==> config.mk <==
export PLATFORM = sky130hd
export DESIGN_NAME = led_matrix_serial_framer
export DESIGN_NICKNAME = d
export VERILOG_FILES = /design/src/hw/rtl/lmsf_pkg.sv /design/src/hw/rtl/lmsf_sequencer.sv /design/src/hw/rtl/led_matrix_serial_framer.sv
export VERILOG_INCLUDE_DIRS = /design/src /design/src/hw/rtl
export SDC_FILE = /design/constraint.sdc
export NUM_CORES = 1
export LEC_CHECK = 0
export ABC_AREA = 1
export BUFFER_PORTS_ARGS = -buffer_cell sky130_fd_sc_hd__clkbuf_2
export CAP_MARGIN = 10
export CORE_MARGIN = 5
export CORE_UTILIZATION = 40
export DETAILED_ROUTE_END_ITERATION = 16
export MAX_ROUTING_LAYER = met4
export PLACE_DENSITY = 0.62
export SETUP_SLACK_MARGIN = 0.4
export SLEW_MARGIN = 15
export SYNTH_ARGS = -nofsm -noshare
export SYNTH_HDL_FRONTEND = slang
export SYNTH_SLANG_ARGS = --single-unit
export TNS_END_PERCENT = 1
==> constraint.sdc <==
create_clock -name clk -period 5.47 [get_ports clk]
set_input_delay 0.2735 -clock clk [delete_from_list [all_inputs] [get_ports clk]]
set_output_delay 0.2735 -clock clk [all_outputs]
set_load 0.005 [all_outputs]
==> src/hw/rtl/led_matrix_serial_framer_defines.svh <==
// ----------------------------------------------------------------------------
// LED matrix serial framer assertion macros
// Concurrent check macros; they expand to nothing when SYNTHESIS is defined.
// ----------------------------------------------------------------------------
`ifndef LED_MATRIX_SERIAL_FRAMER_DEFINES_SVH
`define LED_MATRIX_SERIAL_FRAMER_DEFINES_SVH

`ifndef SYNTHESIS
`define LMSF_ASSERT_IMP(lbl, ante, cons, msg) \
  lbl: assert property (@(posedge clk) disable iff (rst) (ante) |-> (cons)) else $error(msg);
`define LMSF_ASSERT_NXT(lbl, ante, cons, msg) \
  lbl: assert property (@(posedge clk) disable iff (rst) (ante) |=> (cons)) else $error(msg);
`else
`define LMSF_ASSERT_IMP(lbl, ante, cons, msg)
`define LMSF_ASSERT_NXT(lbl, ante, cons, msg)
`endif

`endif

==> src/hw/rtl/lmsf_pkg.sv <==
// ----------------------------------------------------------------------------
// LED matrix serial framer package
// Payload types, command codes and the sequencer microprogram.
// ----------------------------------------------------------------------------
package lmsf_pkg;

  typedef enum logic [1:0] {
    FUNC_START  = 2'd0,
    FUNC_STOP   = 2'd1,
    FUNC_BRIGHT = 2'd2,
    FUNC_DATA   = 2'd3
  } func_t;

  typedef struct packed {
    func_t      func;
    logic [4:0] column;
    logic [7:0] left_byte;
    logic [7:0] right_byte;
    logic [3:0] level;
  } op_t;

  typedef struct packed {
    logic left_bit;
    logic right_bit;
    logic frame_first;
    logic last;
  } sym_t;

  localparam logic [2:0] PREFIX_CMD      = 3'b100;
  localparam logic [2:0] PREFIX_DATA     = 3'b101;
  localparam logic [7:0] CMD_SYS_DISABLE = 8'h00;
  localparam logic [7:0] CMD_SYS_ENABLE  = 8'h01;
  localparam logic [7:0] CMD_NMOS_8COM   = 8'h20;
  localparam logic [7:0] CMD_LED_ON      = 8'h03;
  localparam logic [7:0] CMD_BRIGHT      = 8'hA0;
  localparam logic [7:0] CMD_BRIGHT_MAX  = 8'hAF;

  localparam int SEG_W = 9;

  typedef enum logic [2:0] {
    SRC_PREFIX,
    SRC_CONST,
    SRC_BRIGHT,
    SRC_ADDR,
    SRC_LO,
    SRC_HI
  } src_t;

  typedef logic [3:0] step_t;

  localparam step_t ST_PREFIX   = 4'd0;
  localparam step_t ST_START_0  = 4'd1;
  localparam step_t ST_START_1  = 4'd2;
  localparam step_t ST_START_2  = 4'd3;
  localparam step_t ST_START_3  = 4'd4;
  localparam step_t ST_START_4  = 4'd5;
  localparam step_t ST_STOP     = 4'd6;
  localparam step_t ST_BRIGHT   = 4'd7;
  localparam step_t ST_DATA_A   = 4'd8;
  localparam step_t ST_DATA_LO  = 4'd9;
  localparam step_t ST_DATA_HI  = 4'd10;

  typedef struct packed {
    src_t       src;
    logic [7:0] konst;
    logic [3:0] nbits;
    logic       dispatch;
    logic       final_seg;
    step_t      nxt;
  } ctrl_word_t;

  function automatic ctrl_word_t ucode(input step_t s);
    ctrl_word_t w;
    w = '{src: SRC_CONST, konst: 8'h00, nbits: 4'd9, dispatch: 1'b0,
          final_seg: 1'b0, nxt: ST_PREFIX};
    unique case (s)
      ST_PREFIX: begin
        w.src      = SRC_PREFIX;
        w.nbits    = 4'd3;
        w.dispatch = 1'b1;
      end
      ST_START_0: begin
        w.konst = CMD_SYS_DISABLE;
        w.nxt   = ST_START_1;
      end
      ST_START_1: begin
        w.konst = CMD_NMOS_8COM;
        w.nxt   = ST_START_2;
      end
      ST_START_2: begin
        w.konst = CMD_SYS_ENABLE;
        w.nxt   = ST_START_3;
      end
      ST_START_3: begin
        w.konst = CMD_LED_ON;
        w.nxt   = ST_START_4;
      end
      ST_START_4: begin
        w.konst     = CMD_BRIGHT_MAX;
        w.final_seg = 1'b1;
      end
      ST_STOP: begin
        w.konst     = CMD_SYS_DISABLE;
        w.final_seg = 1'b1;
      end
      ST_BRIGHT: begin
        w.src       = SRC_BRIGHT;
        w.final_seg = 1'b1;
      end
      ST_DATA_A: begin
        w.src   = SRC_ADDR;
        w.nbits = 4'd7;
        w.nxt   = ST_DATA_LO;
      end
      ST_DATA_LO: begin
        w.src   = SRC_LO;
        w.nbits = 4'd4;
        w.nxt   = ST_DATA_HI;
      end
      ST_DATA_HI: begin
        w.src       = SRC_HI;
        w.nbits     = 4'd4;
        w.final_seg = 1'b1;
      end
      default: begin
        w.final_seg = 1'b1;
      end
    endcase
    return w;
  endfunction

endpackage

==> src/hw/rtl/lmsf_sequencer.sv <==
// ----------------------------------------------------------------------------
// LED matrix serial framer sequencer
// Step counter over the microprogram, with a dispatch jump on the operation.
// ----------------------------------------------------------------------------
module lmsf_sequencer (
  input  logic                 clk,
  input  logic                 rst,
  input  logic                 load,
  input  logic                 seg_done,
  input  lmsf_pkg::func_t      func,
  output lmsf_pkg::ctrl_word_t word
);

  lmsf_pkg::step_t      step;
  lmsf_pkg::step_t      step_next;
  lmsf_pkg::ctrl_word_t cur;

  assign cur = lmsf_pkg::ucode(step);

  always_comb begin
    step_next = step;
    priority if (load) begin
      step_next = lmsf_pkg::ST_PREFIX;
    end else if (seg_done) begin
      if (cur.dispatch) begin
        unique case (func)
          lmsf_pkg::FUNC_START:  step_next = lmsf_pkg::ST_START_0;
          lmsf_pkg::FUNC_STOP:   step_next = lmsf_pkg::ST_STOP;
          lmsf_pkg::FUNC_BRIGHT: step_next = lmsf_pkg::ST_BRIGHT;
          lmsf_pkg::FUNC_DATA:   step_next = lmsf_pkg::ST_DATA_A;
          default:               step_next = lmsf_pkg::ST_PREFIX;
        endcase
      end else begin
        step_next = cur.nxt;
      end
    end else begin
      step_next = step;
    end
  end

  assign word = lmsf_pkg::ucode(step_next);

  always_ff @(posedge clk) begin
    if (rst) begin
      step <= lmsf_pkg::ST_PREFIX;
    end else begin
      step <= step_next;
    end
  end

endmodule

==> src/hw/rtl/led_matrix_serial_framer.sv <==
// ----------------------------------------------------------------------------
// LED matrix serial framer
// Turns one operation into the serial frame for the left and right chips.
//
//   channel  direction  handshake              payload
//   op       in         op_valid / op_ready    lmsf_pkg::op_t
//   sym      out        sym_valid / sym_ready  lmsf_pkg::sym_t
//
// An operation is taken, then one frame bit per cycle while the output is not
// held: 12 bits for stop and brightness, 18 for a data write, 48 for start.
// The bits come from two 9-bit shift segments, left and right, fed by the sequencer.
// A held output register stalls the shifter; the next operation is taken as
// soon as the final bit is in the output register.
// Reset clears the busy flag, the step counter and the output valid.
// ----------------------------------------------------------------------------
`include "led_matrix_serial_framer_defines.svh"

module led_matrix_serial_framer (
  input  logic            clk,
  input  logic            rst,
  input  logic            op_valid,
  output logic            op_ready,
  input  lmsf_pkg::op_t   op,
  output logic            sym_valid,
  input  logic            sym_ready,
  output lmsf_pkg::sym_t  sym
);

  logic                        busy;
  logic                        first;
  logic                        seg_final;
  logic [3:0]                  cnt;
  logic [lmsf_pkg::SEG_W-1:0]  sr_l;
  logic [lmsf_pkg::SEG_W-1:0]  sr_r;
  lmsf_pkg::op_t               item;
  lmsf_pkg::op_t               src_item;
  lmsf_pkg::ctrl_word_t        word;
  logic [lmsf_pkg::SEG_W-1:0]  load_l;
  logic [lmsf_pkg::SEG_W-1:0]  load_r;
  logic                        accept;
  logic                        adv;
  logic                        seg_done;
  logic                        last_bit;

  assign op_ready = !busy;
  assign accept   = op_valid && op_ready;
  assign adv      = busy && (!sym_valid || sym_ready);
  assign seg_done = adv && (cnt == 4'd1);
  assign last_bit = seg_final && (cnt == 4'd1);
  assign src_item = accept ? op : item;

  lmsf_sequencer u_seq (
    .clk      (clk),
    .rst      (rst),
    .load     (accept),
    .seg_done (seg_done),
    .func     (item.func),
    .word     (word)
  );

  always_comb begin
    load_l = '0;
    load_r = '0;
    unique case (word.src)
      lmsf_pkg::SRC_PREFIX: begin
        load_l = {(src_item.func == lmsf_pkg::FUNC_DATA) ? lmsf_pkg::PREFIX_DATA
                                                          : lmsf_pkg::PREFIX_CMD, 6'b0};
        load_r = load_l;
      end
      lmsf_pkg::SRC_CONST: begin
        load_l = {word.konst, 1'b0};
        load_r = load_l;
      end
      lmsf_pkg::SRC_BRIGHT: begin
        load_l = {lmsf_pkg::CMD_BRIGHT | {4'b0, src_item.level}, 1'b0};
        load_r = load_l;
      end
      lmsf_pkg::SRC_ADDR: begin
        load_l = {1'b0, src_item.column, 1'b0, 2'b0};
        load_r = load_l;
      end
      lmsf_pkg::SRC_LO: begin
        load_l = {src_item.left_byte[0], src_item.left_byte[1],
                  src_item.left_byte[2], src_item.left_byte[3], 5'b0};
        load_r = {src_item.right_byte[0], src_item.right_byte[1],
                  src_item.right_byte[2], src_item.right_byte[3], 5'b0};
      end
      lmsf_pkg::SRC_HI: begin
        load_l = {src_item.left_byte[4], src_item.left_byte[5],
                  src_item.left_byte[6], src_item.left_byte[7], 5'b0};
        load_r = {src_item.right_byte[4], src_item.right_byte[5],
                  src_item.right_byte[6], src_item.right_byte[7], 5'b0};
      end
      default: begin
        load_l = '0;
        load_r = '0;
      end
    endcase
  end

  always_ff @(posedge clk) begin
    if (rst) begin
      busy      <= 1'b0;
      sym_valid <= 1'b0;
    end else begin
      if (accept) begin
        busy <= 1'b1;
      end else if (adv && last_bit) begin
        busy <= 1'b0;
      end
      if (adv) begin
        sym_valid <= 1'b1;
      end else if (sym_ready) begin
        sym_valid <= 1'b0;
      end
    end
  end

  always_ff @(posedge clk) begin
    if (accept) begin
      item <= op;
    end
    if (adv) begin
      sym <= '{left_bit: sr_l[lmsf_pkg::SEG_W-1], right_bit: sr_r[lmsf_pkg::SEG_W-1],
               frame_first: first, last: last_bit};
    end
    if (accept || seg_done) begin
      sr_l      <= load_l;
      sr_r      <= load_r;
      cnt       <= word.nbits;
      seg_final <= word.final_seg;
    end else if (adv) begin
      sr_l <= {sr_l[lmsf_pkg::SEG_W-2:0], 1'b0};
      sr_r <= {sr_r[lmsf_pkg::SEG_W-2:0], 1'b0};
      cnt  <= cnt - 4'd1;
    end
    if (accept) begin
      first <= 1'b1;
    end else if (adv) begin
      first <= 1'b0;
    end
  end

  `LMSF_ASSERT_NXT(a_load_frame, accept, busy && first && (cnt == 4'd3), "frame must open with the prefix")
  `LMSF_ASSERT_IMP(a_cnt_live, busy, (cnt != 4'd0) && (cnt <= 4'd9), "segment count out of range while busy")
  `LMSF_ASSERT_NXT(a_last_frees, adv && last_bit, !busy && sym_valid && sym.last, "final bit must end the frame")

endmodule
==> results.toml, run 1 <==
[global_routing]
grt_pass1_wl_um = 9440
first_global_vias = 2077
grt-ovfl-total = 0
grt_usage = 0.141
antenna_found_initial = 0
grt_max_degree = 39

[finish]
layout_common_cells = "nand2_1 (137), clkbuf_2 (36), dfxtp_1 (34)"
stdcell_count = 448
fill_cells = 652
nets = 406
area_delta_synth_final_pct = 11.6
final_common_cell = "nand2_1"
antennaDiodeCount = 0
drive_gt1_frac = 0.213

[die]
initial_utilization = 0.417
io_pins = 37
die_h_um = 92.0
row_count = 29
core_area_um2 = 6460
die_w_um = 92.0
dieArea_um2 = 8460

[timing]
relSlewSlack = 0.547
finalCriticalPeriod_ns = 2.40
hold_violations = 0
fin_worst_skew_ns = 0.0133
finalCritPeriodShare = 0.439
setup_viol = 0
max_freq_ghz = 0.416
rsz0062_at_grt = "no"
worst_pin_slew_ns = 0.677
maxSlewViolCount = 0
setup_tns_ns = 0

[detailed_routing]
drtPass1Iterations = 4
routed_wl_um = 5430
drt_first_iter_violations = 105
avgRoutedWirePerCell_um = 12.1
drc = 0
vias = 2141
postRouteAntennaNets = 0
via_per_inst = 4.78

[clocking]
cts_resized = 0
postCtsSetupBuffers = 0
hold_buffers = 0
clk_pin_slew_ns = 0.10
clk_latency_ns = 0.31
cts-root-buf = "clkbuf_8"
numClockSinks = 55
htree_levels = 2
numCtsBuffers = 5
cts_tree = "built"
cts_buffer_depth = 2

[logic_synthesis]
ys_seq_elements = 55
synthCells = 335
ys_types = 30
ys_seq_area_frac = 0.487
yosysWarnings = 0
synth_area_per_cell_um2 = 8.03
syn_nets = 371
syn-cell-area_um2 = 2690

[worst_setup_path]
crit_path_start_kind = "flip-flop"
slowest_delay_ns = 0.38
crit_fanout = 38
cp.depth = 8
path_common_cell = "inv_2"
critPathBufInv = 4
cp_slowest_cell = "dfxtp_1"
path_cells = "inv_2 -> nand2_2 -> buf_4 -> inv_2 -> nor2_4 -> inv_1 -> nand3_1 -> o21ai_0"
worstRegToRegCells = 8
end_kind = "flip-flop"
path_class = "reg2reg"
cp.arrival_ns = 2.43
crit_family = "buffers and inverters"
cp_data_required_time_ns = 5.49

[power_and_ir_drop]
power.density_nw_per_um2 = 298
p_leak_nw = 1.48
total_power_mw = 0.896
peakVddDrop_mv = 0.166

[placement]
gp_congestion = 0.806
dp_hpwl_um = 4190
dp.cells = 440
io_buffer_count = 36

[flow_run]
drv_cap = 0

[hold_path]
hp-class = "in2reg"
hold_depth = 3

[outcome]
outcome = "finished, final reports clean"
[final cells by class]
class	instances	area, um^2	share of cell area
clock buffers	6	72.6	0.0242
clock inverters	2	15.0	0.00500
inverters	26	97.6	0.0325
multi-input cells	245	1220	0.407
flip-flops and latches	55	1310	0.437
well taps	77	96.3	0.0321
repair buffers	37	188	0.0625
[per-layer routing]
metal	wire length, um	global-route usage	vias to the layer above	share of wire
met5	0	-	-	0
met4	73	0.0470	0	0.013
met3	173	0.0270	6	0.032
met2	2490	0.226	39	0.46
met1	2700	0.181	961	0.50
li1	-	-	1135	-
[sequential cells by signal (all words and copies together) (netlist names)]
signal and cells:
first 1, sym_valid 1, sr_l 7, sr_r 5, cnt 4, u_seq.step 4, seg_final 1, busy 1
sym 4, item 27
[synth_stat cells]
master / n / share of area
nand3_2: 6 / 0.022
nor2_4: 6 / 0.025
nor2_1: 24 / 0.033
nand3_1: 31 / 0.058
buf_1: 1 / 0.0014
inv_2: 5 / 0.0070
nand2_2: 8 / 0.019
ha_1: 5 / 0.023
o21ai_1: 1 / 0.0019
nand3_4: 1 / 0.0065
buf_6: 2 / 0.0084
buf_2: 2 / 0.0037
xnor2_1: 1 / 0.0033
a21oi_1: 3 / 0.0056
edfxtp_1: 21 / 0.23
inv_1: 21 / 0.029
nor2_8: 1 / 0.0074
nand3b_1: 1 / 0.0028
a21oi_4: 1 / 0.0060
a211oi_1: 1 / 0.0028
nor2_2: 4 / 0.0093
xor2_1: 1 / 0.0033
o211ai_1: 2 / 0.0056
clkbuf_1: 2 / 0.0028
o21ai_0: 6 / 0.011
a31oi_1: 2 / 0.0047
nand2_1: 137 / 0.19
nand2_4: 3 / 0.013
dfxtp_1: 34 / 0.25
buf_4: 2 / 0.0056
[path summary, 6_finish.rpt]
check,startpoint,to,slack [ns]
setup reg to reg,busy$_SDFFE_PP0P_,cnt[1]$_DFFE_PP_,3.07
setup / recovery,busy$_SDFFE_PP0P_,cnt[1]$_DFFE_PP_,3.07
hold reg to reg,sr_r[8]$_DFFE_PP_,sym[2]$_DFFE_PP_,0.43
hold / removal,op[21],item[21]$_DFF_P_,0.17
[where the power goes]
| part | switching (mW) | total [mW] | internal [mW] |
|---|---|---|---|
| Clock | 0.130 | 0.223 | 0.0926 |
| Sequential | 0.0192 | 0.507 | 0.488 |
| Combinational | 0.109 | 0.167 | 0.0582 |
| Total | 0.258 | 0.896 | 0.638 |
[worst reg2reg max path, stage by stage, from the launching register on]
cell	delay, ns
dfxtp_1	0.38
inv_2	0.08
nand2_2	0.05
buf_4	0.35
inv_2	0.31
nor2_4	0.27
inv_1	0.33
nand3_1	0.24
o21ai_0	0.11
[logic make-up (layout without fill, tap and decap cells)]
logic type	after synthesis	in the layout	synth area share
adder cells (fa/ha/maj)	5	5	0.0233
AND/OR/NAND/NOR	222	222	0.387
AO/OA/AOI/OAI	16	16	0.0377
flip-flops	55	55	0.487
buffers and inverters	35	71	0.0581
XOR/XNOR	2	2	0.00651
[through the flow]
stage | cell area (um^2) | setup WS [ns] | utilization | hold WS (ns)
after floorplan | 2690 | 3.69 | - | 0.343
after global placement | 2920 | 3.14 | 0.451 | 0.408
after detailed placement | 2920 | 3.03 | 0.451 | 0.418
after CTS | 3000 | 3.02 | 0.465 | 0.163
after global routing | 3000 | 2.74 | 0.465 | 0.165
final | 3000 | 3.07 | 0.465 | 0.174
Note: power is estimated with default switching activity, not from simulation.
==> run 2: changes to the inputs <==
clock period = 2.22 ns   (was 5.47 ns; I/O delays follow)
==> run 2 against run 1 <==
Against the previous run:
- register-to-register slack got worse by 2.8 ns
- clock power grew 150%
- flip-flop and latch count did not move
- via count rose by 5.1%
- first-iteration DRC count is 86% higher
- maximum frequency is 24% higher
- sequential share of layout area is 4.3 points lower
- worst hold slack worse by 0.16 ns
==> results.toml, run 2 (synthesis gave the netlist of run 1 again) <==
[worst_setup_path]
end_kind = "flip-flop"
cp.arrival_ns = 2.00
crit_fanout = 6
path_class = "reg2reg"
r2r_end = "sr_l[6]$_DFFE_PP_"
worstRegToRegCells = 11
crit_path_start_kind = "flip-flop"
r2r_slack_ns = 0.29
r2r_start = "cnt[2]$_DFFE_PP_"
cp_data_required_time_ns = 2.29

[die]
core_area_um2 = 6460
initial_utilization = 0.417
die_h_um = 92.0
dieArea_um2 = 8460
die_w_um = 92.0
io_pins = 37
row_count = 29

[placement]
gp_congestion = 0.869
io_buffer_count = 36
dp_hpwl_um = 4300

[flow_run]
drv_cap = 0

[hold_path]
worstHoldStart = "op[20]"
hold_depth = 3
hp-class = "in2reg"
holdPathEnd = "item[20]$_DFF_P_"

[power_and_ir_drop]
comb_power_share = 0.225
clkPwrFrac = 0.238
power.density_nw_per_um2 = 699
p_seq_frac = 0.537
swShare = 0.300
p_leak_nw = 1.62
peakVddDrop_mv = 0.398
internal_power_mw = 1.63
power_switching_mw = 0.699

[global_routing]
antenna_found_initial = 0
grt_usage = 0.150
grt_util_met3 = 0.0295
grt_pass1_wl_um = 9970
first_global_vias = 2124
met2_usage = 0.234
met1_usage = 0.200
gr-max-usage-layer = "met2"
grt-ovfl-total = 0
grt_max_degree = 26

[finish]
final_core_util = 0.517
drive_gt1_frac = 0.323
largestRegisters = "item: 27 flops, sr_l: 7 flops, sr_r: 5 flops"
regMostFlops = "item"
fill_cells = 623
final_common_cell = "nand2_1"
layout_common_cells = "nand2_1 (128), clkbuf_2 (36), dfxtp_1 (32)"
largest_reg_flops = 27
nets = 425
antennaDiodeCount = 0
area_delta_synth_final_pct = 24.1

[detailed_routing]
avgRoutedWirePerCell_um = 12.6
postRouteAntennaNets = 0
drc = 0
drt_first_iter_violations = 195
vias = 2251
routed_wl_um = 5880
drtPass1Iterations = 4
via_per_inst = 4.82

[timing]
max_freq_ghz = 0.518
fin_worst_skew_ns = 0.00595
maxSlewViolCount = 0
finalCritPeriodShare = 0.870
holdWs_ns = 0.00999
setup_tns_ns = 0
setup_viol = 0
rsz0062_at_grt = "yes"
worst_pin_slew_ns = 0.693
relSlewSlack = 0.537
finalCriticalPeriod_ns = 1.93
hold_violations = 0

[clocking]
cts_buffer_depth = 2
clk_pin_slew_ns = 0.10
cts-root-buf = "clkbuf_8"
clk_latency_ns = 0.31
numClockSinks = 55
cts_tree = "built"
htree_levels = 2
numCtsBuffers = 5

[outcome]
outcome = "finished, final reports clean"
## run 2: cell count changes in the layout (fill, tap and decap cells not counted), moves of 3 or more
cell / change
buf_4: +16
buf_6: +3
inv_1: -3
nand2_1: -9
nand2_2: +3
nand2_4: +5
nand3_1: -7
nand3_2: +3
nand3_4: +4
nor2_1: -3
## run 2: how the worst max path moves through the flow
stage	end	slack (ns)	startpoint
2_1_floorplan	sr_l[6]$_DFFE_PP_	0.44	cnt[1]$_DFFE_PP_
3_3_place_gp	sr_l[6]$_DFFE_PP_	0.24	busy$_SDFFE_PP0P_
3_5_place_dp	sr_l[4]$_DFFE_PP_	0.19	cnt[1]$_DFFE_PP_
4_1_cts	sr_l[7]$_DFFE_PP_	0.35	cnt[1]$_DFFE_PP_
5_1_grt	sr_r[8]$_DFFE_PP_	0.20	cnt[0]$_DFFE_PP_
6_report	sr_l[6]$_DFFE_PP_	0.29	cnt[2]$_DFFE_PP_
## run 2: critical path, cell delays in order (launching register included)
cell and delay [ns]:
edfxtp_1 0.46, nor2_2 0.18, nand2_4 0.09, nor2_8 0.17
nand3_2 0.11, nand2_4 0.14, nor2_4 0.08, buf_6 0.12
nand3_1 0.07, nand3_2 0.09, nor2_2 0.12, nor2_1 0.05
## run 2: repair_timing
action / in CTS / in global routing
gates cloned: 0 / 0
hold buffers: 0 / 0
setup endpoints to repair: 31 / 32
pin swaps: 15 / 23
buffers inserted: 10 / 5
resized for setup: 21 / 25
## run 2: cell type report
| class | count | area (um^2) | area share |
|---|---|---|---|
| Sequential cell | 55 | 1310 | 0.394 |
| Tap cell | 77 | 96.3 | 0.0289 |
| Clock inverter | 3 | 18.8 | 0.00562 |
| Clock buffer | 5 | 68.8 | 0.0206 |
| Inverter | 26 | 104 | 0.0311 |
| Multi-Input combinational cell | 245 | 1400 | 0.418 |
| Timing Repair Buffer | 56 | 342 | 0.102 |
## run 2: stage by stage
| stage | total power, mW | instance area, um^2 | cells | worst slack (ns) |
|---|---|---|---|---|
| after floorplan | 1.57 | 2690 | 335 | 0.437 |
| after CTS | 2.31 | 3190 | 462 | 0.350 |
| after global placement | 1.69 | 2950 | 444 | 0.243 |
| after global routing | 2.48 | 3340 | 467 | 0.197 |
| final | 2.33 | 3340 | 467 | 0.289 |
| after detailed placement | 1.69 | 2950 | 444 | 0.194 |
## run 2: per-layer routing
metal  vias up  part of all wire
li1       1171                 -
met1      1015              0.47
met2        60              0.47
met3         5             0.049
met4         0             0.011
met5         -                 0
## run 2: power groups by stage
| stage | logic [mW] | registers, mW | clock network [mW] |
|---|---|---|---|
| after global routing | 0.590 | 1.27 | 0.621 |
| after global placement | 0.414 | 1.27 | 0 |
| after detailed placement | 0.419 | 1.27 | 0 |
| after CTS | 0.481 | 1.25 | 0.576 |
| after floorplan | 0.310 | 1.26 | 0 |
| final | 0.524 | 1.25 | 0.555 |
